**src/rdt_pkg.sv**
```systemverilog
// package: shared constants, types and codes of the ratio deficit tracker
package rdt_pkg;

    localparam int MAX_TYPES       = 4;
    localparam int DEF_NUM_TYPES   = 4;
    localparam int DEF_COUNT_WIDTH = 24;
    localparam int TYPE_W          = 2;
    localparam int QTY_W           = 8;
    localparam int RATIO_W         = 8;
    localparam int FRAC_BITS       = 8;
    localparam int DEFICIT_W       = 40;
    localparam int TIDX_W          = 2;
    localparam int PADDR_W         = 4;
    localparam int PDATA_W         = 32;

    localparam logic [DEFICIT_W-1:0] TARGET_MAX = '1;

    localparam logic [RATIO_W-1:0] RATIO_RESET [MAX_TYPES] = '{8'd1, 8'd3, 8'd4, 8'd1};

    localparam logic [TIDX_W-1:0] REG_RATIO_0 = 2'd0;
    localparam logic [TIDX_W-1:0] REG_RATIO_1 = 2'd1;
    localparam logic [TIDX_W-1:0] REG_RATIO_2 = 2'd2;
    localparam logic [TIDX_W-1:0] REG_RATIO_3 = 2'd3;

    typedef enum logic [2:0] {
        ST_IDLE,
        ST_CNT,
        ST_MUL,
        ST_DIV,
        ST_TGT,
        ST_OUT
    } t_state;

    typedef struct packed {
        logic              capture;
        logic              cnt_upd;
        logic              mul_load;
        logic              div_step;
        logic              tgt_upd;
        logic              out_load;
        logic [TIDX_W-1:0] idx;
    } t_dp_cmd;

    typedef struct packed {
        logic valid_type;
        logic out_free;
    } t_dp_status;

endpackage

```
**src/rdt_item_if.sv**
```systemverilog
// interface: input item channel
interface rdt_item_if import rdt_pkg::*; ();

    logic              valid;
    logic              ready;
    logic [TYPE_W-1:0] type_index;
    logic [QTY_W-1:0]  quantity;

    modport source (output valid, output type_index, output quantity, input ready);
    modport sink   (input valid, input type_index, input quantity, output ready);

endinterface

```
**src/rdt_result_if.sv**
```systemverilog
// interface: result item channel
interface rdt_result_if import rdt_pkg::*; ();

    logic                 valid;
    logic                 ready;
    logic [DEFICIT_W-1:0] deficit_0;
    logic [DEFICIT_W-1:0] deficit_1;
    logic [DEFICIT_W-1:0] deficit_2;
    logic [DEFICIT_W-1:0] deficit_3;

    modport source (output valid, output deficit_0, output deficit_1, output deficit_2,
                    output deficit_3, input ready);
    modport sink   (input valid, input deficit_0, input deficit_1, input deficit_2,
                    input deficit_3, output ready);

endinterface

```
**src/ratio_deficit_tracker.sv**
```systemverilog
// ratio deficit tracker: usage notes
// Each item on i_item carries a type index and a quantity. The quantity is
// added to that type's saturating counter, then every type's target is raised
// to at least count_t * ratio_i / ratio_t in fixed point with 8 fraction bits, and one result
// item on o_result gives target minus count for every type.
// The user is to write ratios through the APB port (ratio_i at byte address
// 4*i) only while no item is in flight; the block has no check for it.
// pready is always high. One item is worked on at a time: the next item is
// accepted only once the sequencer is back in idle. An item passes through
// count update, then for each type in turn multiply, a bit-serial divide that
// produces one quotient bit per cycle, and target update, then result load;
// an item with an out-of-range type goes from count update straight to result
// load. The result is registered; after the last divide step come the target
// update, then the result load.
// A result waits in the output register while o_result.ready is low; the
// next finished result holds the sequencer until that register frees up.
// Synchronous reset clears counters, targets and output valid, and loads the
// ratios with 1, 3, 4, 1.
module ratio_deficit_tracker import rdt_pkg::*; #(
    parameter int NUM_TYPES   = DEF_NUM_TYPES,
    parameter int COUNT_WIDTH = DEF_COUNT_WIDTH
) (
    input  logic               i_clk,
    input  logic               i_rst_n,
    input  logic               psel,
    input  logic               penable,
    input  logic               pwrite,
    input  logic [PADDR_W-1:0] paddr,
    input  logic [PDATA_W-1:0] pwdata,
    output logic [PDATA_W-1:0] prdata,
    output logic               pready,
    rdt_item_if.sink           i_item,
    rdt_result_if.source       o_result
);

    logic [RATIO_W-1:0]   ratio [MAX_TYPES];
    t_dp_cmd              cmd;
    t_dp_status           status;
    logic                 in_ready;
    logic                 out_valid;
    logic [DEFICIT_W-1:0] deficit [MAX_TYPES];

    rdt_cfg_regs u_cfg (
        .i_clk   (i_clk),
        .i_rst_n (i_rst_n),
        .psel    (psel),
        .penable (penable),
        .pwrite  (pwrite),
        .paddr   (paddr),
        .pwdata  (pwdata),
        .prdata  (prdata),
        .pready  (pready),
        .o_ratio (ratio)
    );

    rdt_ctrl #(
        .NUM_TYPES   (NUM_TYPES),
        .COUNT_WIDTH (COUNT_WIDTH)
    ) u_ctrl (
        .i_clk      (i_clk),
        .i_rst_n    (i_rst_n),
        .i_in_valid (i_item.valid),
        .o_in_ready (in_ready),
        .i_status   (status),
        .o_cmd      (cmd)
    );

    rdt_datapath #(
        .NUM_TYPES   (NUM_TYPES),
        .COUNT_WIDTH (COUNT_WIDTH)
    ) u_dp (
        .i_clk        (i_clk),
        .i_rst_n      (i_rst_n),
        .i_cmd        (cmd),
        .o_status     (status),
        .i_type_index (i_item.type_index),
        .i_quantity   (i_item.quantity),
        .i_ratio      (ratio),
        .i_out_ready  (o_result.ready),
        .o_out_valid  (out_valid),
        .o_deficit    (deficit)
    );

    assign i_item.ready       = in_ready;
    assign o_result.valid     = out_valid;
    assign o_result.deficit_0 = deficit[0];
    assign o_result.deficit_1 = deficit[1];
    assign o_result.deficit_2 = deficit[2];
    assign o_result.deficit_3 = deficit[3];

endmodule

```
**src/rdt_cfg_regs.sv**
```systemverilog
// module: apb ratio register bank
module rdt_cfg_regs import rdt_pkg::*; (
    input  logic               i_clk,
    input  logic               i_rst_n,
    input  logic               psel,
    input  logic               penable,
    input  logic               pwrite,
    input  logic [PADDR_W-1:0] paddr,
    input  logic [PDATA_W-1:0] pwdata,
    output logic [PDATA_W-1:0] prdata,
    output logic               pready,
    output logic [RATIO_W-1:0] o_ratio [MAX_TYPES]
);

    logic [RATIO_W-1:0] r_ratio [MAX_TYPES];
    logic [TIDX_W-1:0]  reg_idx;
    logic               wr_en;

    assign reg_idx = paddr[PADDR_W-1:2];
    assign wr_en   = psel & penable & pwrite;
    assign pready  = 1'b1;

    always_ff @(posedge i_clk) begin
        if (!i_rst_n) begin
            r_ratio <= RATIO_RESET;
        end else if (wr_en) begin
            case (reg_idx)
                REG_RATIO_0: r_ratio[0] <= pwdata[RATIO_W-1:0];
                REG_RATIO_1: r_ratio[1] <= pwdata[RATIO_W-1:0];
                REG_RATIO_2: r_ratio[2] <= pwdata[RATIO_W-1:0];
                REG_RATIO_3: r_ratio[3] <= pwdata[RATIO_W-1:0];
                default: ;
            endcase
        end
    end

    always_comb begin
        case (reg_idx)
            REG_RATIO_0: prdata = PDATA_W'(r_ratio[0]);
            REG_RATIO_1: prdata = PDATA_W'(r_ratio[1]);
            REG_RATIO_2: prdata = PDATA_W'(r_ratio[2]);
            REG_RATIO_3: prdata = PDATA_W'(r_ratio[3]);
            default:     prdata = '0;
        endcase
    end

    assign o_ratio = r_ratio;

endmodule

```
**src/rdt_ctrl.sv**
```systemverilog
// module: sequencer for count update, per-type divide and result load
module rdt_ctrl import rdt_pkg::*; #(
    parameter int NUM_TYPES   = DEF_NUM_TYPES,
    parameter int COUNT_WIDTH = DEF_COUNT_WIDTH
) (
    input  logic       i_clk,
    input  logic       i_rst_n,
    input  logic       i_in_valid,
    output logic       o_in_ready,
    input  t_dp_status i_status,
    output t_dp_cmd    o_cmd
);

    localparam int IDX_W  = $clog2(NUM_TYPES);
    localparam int DIV_W  = COUNT_WIDTH + RATIO_W + FRAC_BITS;
    localparam int STEP_W = $clog2(DIV_W);
    localparam logic [IDX_W-1:0]  IDX_LAST  = IDX_W'(NUM_TYPES - 1);
    localparam logic [STEP_W-1:0] STEP_LAST = STEP_W'(DIV_W - 1);

    t_state            r_state, n_state;
    logic [IDX_W-1:0]  r_idx;
    logic [STEP_W-1:0] r_step;

    always_ff @(posedge i_clk) begin
        if (!i_rst_n) begin
            r_state <= ST_IDLE;
        end else begin
            r_state <= n_state;
        end
    end

    always_ff @(posedge i_clk) begin
        if (!i_rst_n) begin
            r_idx  <= '0;
            r_step <= '0;
        end else begin
            if (r_state == ST_CNT) begin
                r_idx <= '0;
            end else if (r_state == ST_TGT) begin
                r_idx <= r_idx + 1'b1;
            end
            if (r_state == ST_MUL) begin
                r_step <= '0;
            end else if (r_state == ST_DIV) begin
                r_step <= r_step + 1'b1;
            end
        end
    end

    always_comb begin
        n_state = r_state;
        case (r_state)
            ST_IDLE: begin
                if (i_in_valid) n_state = ST_CNT;
            end
            ST_CNT: begin
                n_state = i_status.valid_type ? ST_MUL : ST_OUT;
            end
            ST_MUL: begin
                n_state = ST_DIV;
            end
            ST_DIV: begin
                if (r_step == STEP_LAST) n_state = ST_TGT;
            end
            ST_TGT: begin
                n_state = (r_idx == IDX_LAST) ? ST_OUT : ST_MUL;
            end
            ST_OUT: begin
                if (i_status.out_free) n_state = ST_IDLE;
            end
            default: n_state = ST_IDLE;
        endcase
    end

    always_comb begin
        o_in_ready     = 1'b0;
        o_cmd          = '0;
        o_cmd.idx      = TIDX_W'(r_idx);
        case (r_state)
            ST_IDLE: begin
                o_in_ready    = 1'b1;
                o_cmd.capture = i_in_valid;
            end
            ST_CNT:  o_cmd.cnt_upd  = i_status.valid_type;
            ST_MUL:  o_cmd.mul_load = 1'b1;
            ST_DIV:  o_cmd.div_step = 1'b1;
            ST_TGT:  o_cmd.tgt_upd  = 1'b1;
            ST_OUT:  o_cmd.out_load = i_status.out_free;
            default: ;
        endcase
    end

endmodule

```
**src/rdt_datapath.sv**
```systemverilog
// module: counters, targets, shared multiplier and radix-2 divider, result register
module rdt_datapath import rdt_pkg::*; #(
    parameter int NUM_TYPES   = DEF_NUM_TYPES,
    parameter int COUNT_WIDTH = DEF_COUNT_WIDTH
) (
    input  logic                 i_clk,
    input  logic                 i_rst_n,
    input  t_dp_cmd              i_cmd,
    output t_dp_status           o_status,
    input  logic [TYPE_W-1:0]    i_type_index,
    input  logic [QTY_W-1:0]     i_quantity,
    input  logic [RATIO_W-1:0]   i_ratio [MAX_TYPES],
    input  logic                 i_out_ready,
    output logic                 o_out_valid,
    output logic [DEFICIT_W-1:0] o_deficit [MAX_TYPES]
);

    localparam int IDX_W  = $clog2(NUM_TYPES);
    localparam int PROD_W = COUNT_WIDTH + RATIO_W;
    localparam int DIV_W  = PROD_W + FRAC_BITS;
    localparam int QW     = (DIV_W > DEFICIT_W) ? DIV_W : DEFICIT_W;

    logic [TYPE_W-1:0]      r_type;
    logic [QTY_W-1:0]       r_qty;
    logic [COUNT_WIDTH-1:0] r_cnt [NUM_TYPES];
    logic [DEFICIT_W-1:0]   r_tgt [NUM_TYPES];
    logic [DIV_W-1:0]       r_dvd;
    logic [RATIO_W-1:0]     r_rem;
    logic                   r_out_valid;
    logic [DEFICIT_W-1:0]   r_def [MAX_TYPES];

    logic [IDX_W-1:0]       type_sel;
    logic [IDX_W-1:0]       idx_sel;
    logic [COUNT_WIDTH:0]   cnt_sum;
    logic [COUNT_WIDTH-1:0] n_cnt;
    logic [RATIO_W-1:0]     divisor;
    logic [PROD_W-1:0]      prod;
    logic [RATIO_W:0]       rem_sh;
    logic [RATIO_W:0]       rem_diff;
    logic                   q_bit;
    logic [RATIO_W-1:0]     n_rem;
    logic [QW-1:0]          q_ext;
    logic [DEFICIT_W-1:0]   cand;
    logic [DEFICIT_W-1:0]   n_def [MAX_TYPES];

    assign type_sel = r_type[IDX_W-1:0];
    assign idx_sel  = i_cmd.idx[IDX_W-1:0];

    assign o_status.valid_type = ({1'b0, r_type} < (TYPE_W+1)'(NUM_TYPES));
    assign o_status.out_free   = ~r_out_valid | i_out_ready;

    // saturating counter add
    assign cnt_sum = {1'b0, r_cnt[type_sel]} + (COUNT_WIDTH+1)'(r_qty);
    assign n_cnt   = cnt_sum[COUNT_WIDTH] ? '1 : cnt_sum[COUNT_WIDTH-1:0];

    // zero ratio divides as one
    assign divisor = (i_ratio[r_type] == '0) ? RATIO_W'(1) : i_ratio[r_type];

    assign prod = PROD_W'(r_cnt[type_sel]) * PROD_W'(i_ratio[i_cmd.idx]);

    // restoring divide, one quotient bit per step
    assign rem_sh   = {r_rem, r_dvd[DIV_W-1]};
    assign rem_diff = rem_sh - {1'b0, divisor};
    assign q_bit    = (rem_sh >= {1'b0, divisor});
    assign n_rem    = q_bit ? rem_diff[RATIO_W-1:0] : rem_sh[RATIO_W-1:0];

    assign q_ext = QW'(r_dvd);
    assign cand  = (q_ext > QW'(TARGET_MAX)) ? TARGET_MAX : q_ext[DEFICIT_W-1:0];

    for (genvar k = 0; k < MAX_TYPES; k++) begin : g_def
        if (k < NUM_TYPES) begin : g_used
            logic [DEFICIT_W-1:0] cf;
            assign cf       = DEFICIT_W'({r_cnt[k], {FRAC_BITS{1'b0}}});
            assign n_def[k] = (r_tgt[k] > cf) ? (r_tgt[k] - cf) : '0;
        end else begin : g_unused
            assign n_def[k] = '0;
        end
    end

    always_ff @(posedge i_clk) begin
        if (i_cmd.capture) begin
            r_type <= i_type_index;
            r_qty  <= i_quantity;
        end
        if (i_cmd.mul_load) begin
            r_dvd <= {prod, {FRAC_BITS{1'b0}}};
            r_rem <= '0;
        end else if (i_cmd.div_step) begin
            r_dvd <= {r_dvd[DIV_W-2:0], q_bit};
            r_rem <= n_rem;
        end
        if (i_cmd.out_load) begin
            r_def <= n_def;
        end
    end

    always_ff @(posedge i_clk) begin
        if (!i_rst_n) begin
            for (int k = 0; k < NUM_TYPES; k++) begin
                r_cnt[k] <= '0;
                r_tgt[k] <= '0;
            end
            r_out_valid <= 1'b0;
        end else begin
            if (i_cmd.cnt_upd) begin
                r_cnt[type_sel] <= n_cnt;
            end
            if (i_cmd.tgt_upd && (cand > r_tgt[idx_sel])) begin
                r_tgt[idx_sel] <= cand;
            end
            if (i_cmd.out_load) begin
                r_out_valid <= 1'b1;
            end else if (i_out_ready) begin
                r_out_valid <= 1'b0;
            end
        end
    end

    assign o_out_valid = r_out_valid;
    assign o_deficit   = r_def;

endmodule

```
**src/flat_wrapper.sv**
```systemverilog
// flat-port wrapper written by rule: the top's interface ports become plain ports
module ratio_deficit_tracker_flat import rdt_pkg::*;
#(
    parameter int NUM_TYPES   = DEF_NUM_TYPES,
    parameter int COUNT_WIDTH = DEF_COUNT_WIDTH
)
  (i_clk, i_rst_n, psel, penable, pwrite, paddr, pwdata, prdata, pready, i_item_valid, i_item_type_index, i_item_quantity, i_item_ready, o_result_valid, o_result_deficit_0, o_result_deficit_1, o_result_deficit_2, o_result_deficit_3, o_result_ready);
  rdt_item_if i_item_i ();
  rdt_result_if o_result_i ();
  input  logic i_clk;
  input  logic i_rst_n;
  input  logic psel;
  input  logic penable;
  input  logic pwrite;
  input  logic [PADDR_W-1:0] paddr;
  input  logic [PDATA_W-1:0] pwdata;
  output logic [PDATA_W-1:0] prdata;
  output logic pready;
  input wire logic [$bits(i_item_i.valid)-1:0] i_item_valid;
  input wire logic [$bits(i_item_i.type_index)-1:0] i_item_type_index;
  input wire logic [$bits(i_item_i.quantity)-1:0] i_item_quantity;
  output wire logic [$bits(i_item_i.ready)-1:0] i_item_ready;
  output wire logic [$bits(o_result_i.valid)-1:0] o_result_valid;
  output wire logic [$bits(o_result_i.deficit_0)-1:0] o_result_deficit_0;
  output wire logic [$bits(o_result_i.deficit_1)-1:0] o_result_deficit_1;
  output wire logic [$bits(o_result_i.deficit_2)-1:0] o_result_deficit_2;
  output wire logic [$bits(o_result_i.deficit_3)-1:0] o_result_deficit_3;
  input wire logic [$bits(o_result_i.ready)-1:0] o_result_ready;
  assign i_item_i.valid = i_item_valid;
  assign i_item_i.type_index = i_item_type_index;
  assign i_item_i.quantity = i_item_quantity;
  assign i_item_ready = i_item_i.ready;
  assign o_result_valid = o_result_i.valid;
  assign o_result_deficit_0 = o_result_i.deficit_0;
  assign o_result_deficit_1 = o_result_i.deficit_1;
  assign o_result_deficit_2 = o_result_i.deficit_2;
  assign o_result_deficit_3 = o_result_i.deficit_3;
  assign o_result_i.ready = o_result_ready;
  ratio_deficit_tracker #(.NUM_TYPES(NUM_TYPES), .COUNT_WIDTH(COUNT_WIDTH)) u_core (.i_clk(i_clk), .i_rst_n(i_rst_n), .psel(psel), .penable(penable), .pwrite(pwrite), .paddr(paddr), .pwdata(pwdata), .prdata(prdata), .pready(pready), .i_item(i_item_i), .o_result(o_result_i));
endmodule
```
**config.mk**
```make
export PLATFORM = sky130hd
export DESIGN_NAME = ratio_deficit_tracker_flat
export DESIGN_NICKNAME = d
export VERILOG_FILES = /design/src/rdt_pkg.sv /design/src/rdt_item_if.sv /design/src/rdt_result_if.sv /design/src/ratio_deficit_tracker.sv /design/src/rdt_cfg_regs.sv /design/src/rdt_ctrl.sv /design/src/rdt_datapath.sv /design/src/flat_wrapper.sv
export SDC_FILE = /design/constraint.sdc
export NUM_CORES = 2
export LEC_CHECK = 0
export BUFFER_PORTS_ARGS = -buffer_cell sky130_fd_sc_hd__buf_4
export CELL_PAD_IN_SITES_DETAIL_PLACEMENT = 0
export CELL_PAD_IN_SITES_GLOBAL_PLACEMENT = 1
export CORE_MARGIN = 5
export CORE_UTILIZATION = 43
export DETAILED_ROUTE_END_ITERATION = 10
export GPL_TIMING_DRIVEN = 0
export PLACE_DENSITY = 0.79
export RECOVER_POWER = 50
export SLEW_MARGIN = 40
export SYNTH_ARGS = -nofsm -noshare
export SYNTH_HDL_FRONTEND = slang
export SYNTH_HIERARCHICAL = 1
export SYNTH_SLANG_ARGS = --single-unit
```
**constraint.sdc**
```tcl
create_clock -name i_clk -period 9.5 [get_ports i_clk]
set_input_delay 0.475 -clock i_clk [delete_from_list [all_inputs] [get_ports i_clk]]
set_output_delay 0.475 -clock i_clk [all_outputs]
set_load 0.02 [all_outputs]
```
; Word-level counts from Yosys, hierarchy flattened
; Memories as Yosys holds them, arrays and structs flattened. A register that Yosys moved wholly into a read port is not among the register bits.
; Cells that the tools add are included.
; Widths: inputs -> output; s select.
[op_classes]
add_sub_neg = 8
multipliers = 1
magnitude_cmp = 9
n_eq_ne = 13
mux = 43
n_bitwise = 7
reduce_logical = 15
[ops]
columns = cell, count
row1 = $gt 40x32->1, 4
row2 = $mux 40, 4
row3 = $sub 40x32->40, 4
row4 = $pmux 32 s4, 1
row5 = $mux 24, 2
row6 = $mux 8, 6
row7 = $gt 40x40->1, 1
row8 = $gt 40x40->1 const B, 1
row9 = $reduce_or 40->1, 1
row10 = $bmux 8 s2, 2
row11 = $mul 24x8->32, 1
row12 = $add 24x8->25, 1
row13 = $reduce_or 24->1, 1
row14 = $mux 1, 18
row15 = $pmux 3 s6, 1
row16 = $mux 3, 4
row17 = $mux 2, 5
row18 = $ge 9x8->1, 1
row19 = $logic_not 8->1, 1
row20 = $reduce_and 2->1, 4
row21 = $sub 8x8->8, 1
row22 = $add 6x1->6 const B, 1
row23 = $eq 2x2->1 const B, 3
row24 = $eq 3x2->1 const B, 2
row25 = 18 further kinds, 26
[totals]
regBits = 262
ram_bits = 256
inputBits = 53
n_memories = 2
[memory_table]
columns = name, depth, word_bits, read_ports, rd_ports_with_merged_regs, wr, line_no
row1 = u_core.u_dp.r_tgt, 4, 40, 5, 1, 4, rdt_datapath.sv:26  ; logic [DEFICIT_W-1:0] r_tgt [NUM_TYPES];
row2 = u_core.u_dp.r_cnt, 4, 24, 5, 1, 4, rdt_datapath.sv:25  ; logic [COUNT_WIDTH-1:0] r_cnt [NUM_TYPES];

; Longest topological paths before layout
[depth]
ltp_word = 9
ltp_mapped = 26
mapped_depth_nobuf = 22

; By module
; Netlist, hierarchy kept.
[modules_own_cells]
columns = mod, n_inst, cells_per_inst, area_per_inst_um2, seq_area_each_um2
row1 = rdt_datapath, 1, 3220, 32959.1, 14133.6
row2 = rdt_cfg_regs, 1, 157, 1662.8, 640.6
row3 = rdt_ctrl, 1, 84, 713.2, 220.2

; Worst setup path after synthesis
; No wires, ideal clock.
[synth_timing]
path_kind = reg-to-reg
from = register u_core.u_ctrl.r_idx[1]
to = memory u_core.u_dp.r_tgt[0][0] (enable)
setup_ns = 0.498
arrival_time_ns = 6.686
t_required_ns = 9.002
slack_ns = 2.316
stages_incl_launch_ff = 16
path_buffers = 4
synth_period_minus_slack_ns = 7.184
path_cell_list = dfxtp_1 > buf_1 > buf_1 > clkbuf_1 > mux4_2 > inv_1 > ha_1 > nand3_1 > or3_1 > nor3_1 > nand4_1 > nor4_1 > a211o_1 > o21ai_1 > clkbuf_1 > o31ai_1
[synth_rtl]
columns = item, line_no
row1 = from (decl), rdt_ctrl.sv:21  ; logic [IDX_W-1:0] r_idx;
row2 = from (signal assigned), rdt_ctrl.sv:40  ; r_idx <= r_idx + 1'b1;
row3 = to (decl), rdt_datapath.sv:26

==> out/metrics.yaml <==
outcome:
  status: "complete, but fails checks"
  violations: "max-capacitance violations, max-slew violations"
synthesis:
  synth.lib_cells_used.distinct: 95
  synthArstFlopShare: 0
  synth.yosys.seq_area_share: 0.424
  edff_count_synth: 458
  synth.avg_cell_area_um2: 10.2
  netlist_instances: 3461
  syn_area_um2: 35300
  ys_warn_count: 6
  ys_dominant_reg_cell: "edfxtp_1"
  seq_cells_post_synth: 520
placed_design:
  port_buffers: 196
  place_congestion: 0.971
  place_hpwl_um: 91100
  cell_area_after_placement_um2: 38500
  dp_cells: 4764
flow_run:
  max_cap_viol_count: 3
die:
  die_area_um2: 88000
  ioPinCount: 248
  height_of_the_chip_um: 297
  die_w_um: 297
  initial_core_util: 0.432
  core_area_um2: 81800
  number_of_cell_rows: 105
timing:
  max-slew-margin-rel: -0.536
  finalSetupViolations: 0
  period_needed_ns: 8.23
  min_period_over_period: 0.867
  tns_setup_ns: 0
  finalClockSkew_ns: 0.0732
  worst_slew_pin_slew_ns: 2.30
  holdWs_ns: 0.112
  timing.final.max_slew_violations: 135
  final_hold_viol_count: 0
  unrepaired_setup_endpoints_after_global_routing: "false"
  timing.fmax_mhz: 121
clocking:
  cts-root-buf: "clkbuf_16"
  clock_tree_from_tritoncts: "yes"
  cts.clk_slew.worst_paths_ns: 0.06
  clkLatencyLatePin_ns: 0.65
  tritoncts.num_buffers: 57
  cts_max_path_buffers: 3
  post_cts.resized_instances: 0
  cts_num_sinks: 520
  h-tree-depth: 2
  post_cts_hold_buffer_count: 8
  post_cts_setup_buffer_count: 0
worst_setup_path:
  type_of_the_worst_setup_path: "reg2reg"
  crit_path_end_kind: "flop"
  worst_ep_required_time_ns: 9.89
  start_kind: "flop"
  critPathMaxFanout: 10
  worst_ep_arrival_time_ns: 8.63
final_layout:
  area_delta_synth_final_pct: 12.5
  instances_no_fill: 4877
  fin_nets: 4158
  layout_cell_area_excl_fill_um2: 39800
  final_layout_size_suffix_gt1_frac: 0.0846
  layout_commonest_cell: "nor2_1"
  antenna_cells_inserted: 0
  most-common-layout-cells: "nor2_1 (536), edfxtp_1 (458), inv_1 (352), clkbuf_1 (320), nand2_1 (253)"
  postLayoutCoreUtil: 0.486
  num-fill-cells: 7628
routing:
  drt_first_iter_violations: 2543
  drt-wirelength-per-cell_um: 23.2
  vias: 27300
  route.detailed.drc: 0
  vias_per_cell: 5.59
  detail-route-antenna-nets: 0
  detail_route.first_pass.iterations: 6
  finalWirelength_um: 113000
grt:
  grt_start_max_net_pins: 46
  track_usage: 0.250
  overflow: 0
  grt_first_pass_wirelength_um: 167000
  grt_antenna_before_repair: 0
  grt_pass1_vias: 26500
pwr:
  max-vdd-ir-drop_mv: 0.142
  p_leak_nw: 16.0
  power-per-cell-area_nw_per_um2: 185
worst_hold_path:
  worst_hold_path_type: "in2reg"
  hold_path_startpoint: "pwdata[0]"
metal layers:
layer / up-vias / wire [um] / global-route usage
li1: 12600 / - / -
met1: 13400 / 46600 / 0.337
met2: 1071 / 53700 / 0.420
met3: 190 / 8220 / 0.0340
met4: 0 / 4420 / 0.0874
met5: - / 0 / 0
metrics by stage:
stage | total power [mW] | setup slack (ns)
after floorplan | 4.39 | 2.32
after global placement | 5.07 | -2.79
after detailed placement | 5.10 | 1.17
after CTS | 7.38 | 1.18
after global routing | 7.73 | 0.838
final | 7.37 | 1.27
worst max-delay path, stage by stage, from the launching register on:
cell and delay (ns):
dfxtp_1 0.39, buf_4 0.19, buf_6 0.17, clkbuf_1 0.42, clkbuf_1 0.55, mux2_2 0.40, o21ai_0 0.82, inv_1 0.30
nand2_1 0.18, fa_1 0.43, fa_1 0.54, inv_1 0.05, fa_1 0.52, inv_1 0.05, fa_1 0.53, inv_1 0.04
ha_1 0.32, o21ai_0 0.09, a21oi_1 0.23, o221ai_1 0.21, a21oi_1 0.43, o311ai_1 0.29, a21oi_1 0.27, a21oi_1 0.09
o311ai_0 0.43
flip-flops by register name, summed over array words and instances (netlist names), 2 cells and up, named ones only:
signal                 flops
u_core/u_cfg/o_ratio      32
u_core/u_dp/q_ext         40
u_core/u_dp/r_tgt        160
u_core/u_dp/r_cnt         96
u_core/u_ctrl/r_state      3
u_core/u_dp/r_type         2
u_core/u_ctrl/r_idx        2
u_core/u_dp/o_deficit    160
u_core/u_dp/r_qty          8
u_core/u_ctrl/r_step       6
u_core/u_dp/r_rem          8
synth_stat cells, drive strengths merged (18+ instances only):
master	instances	area share
nand4	28	0.0051
dfxtp	62	0.035
fa	138	0.078
o21a	32	0.0068
or3	24	0.0044
edfxtp	458	0.39
clkbuf	134	0.014
nor2b	64	0.011
a21oi	140	0.020
nand3	33	0.0053
and2	50	0.0089
nor4	18	0.0036
mux4	72	0.046
a211oi	27	0.0059
nand2	255	0.027
o21ai	140	0.020
inv	353	0.037
nor2	538	0.057
mux2	20	0.0065
nand2b	40	0.0073
nor3	91	0.013
ha	206	0.073
and3	18	0.0032
xnor2	76	0.019
mux2i	67	0.019
a21o	64	0.014
xor2	47	0.012
buf	71	0.013
logic make-up after synthesis:
| family | after synthesis | synth area share |
|---|---|---|
| AOI/OAI and AO/OA | 538 | 0.0975 |
| muxes | 159 | 0.0717 |
| adders and majority gates | 344 | 0.151 |
| other | 3 | 0.000319 |
| buffers and inverters | 558 | 0.0643 |
| DFF | 520 | 0.424 |
| and+or+nand+nor | 1216 | 0.160 |
| xor gates and xnor gates | 123 | 0.0305 |
final cells by class:
cell class	count	area, um^2	area share
multi-input combinational	2406	18200	0.458
sequential	520	15000	0.377
clock buffer	72	1520	0.0383
tap	1070	1340	0.0337
inverter	353	1330	0.0333
timing repair buffer	218	1020	0.0257
buffer	205	956	0.0240
clock inverter	33	389	0.00978
worst paths after layout:
check / cells after the start / slack (ns) / endpoint
max: 24 / 1.27 / u_core/u_dp/q_ext[37]
min: 3 / 0.11 / u_core/u_cfg/o_ratio[8]
max reg2reg: 24 / 1.27 / u_core/u_dp/q_ext[37]
min reg2reg: 2 / 0.49 / u_core/u_ctrl/r_step[5]
where the power goes:
part | switching, mW | internal, mW | leakage [nW] | total [mW]
clock network | 0.956 | 1.33 | 0.929 | 2.28
logic | 1.41 | 0.787 | 10.1 | 2.20
registers | 0.187 | 2.70 | 5.00 | 2.89
No activity file was read; power rests on OpenSTA's default activity.
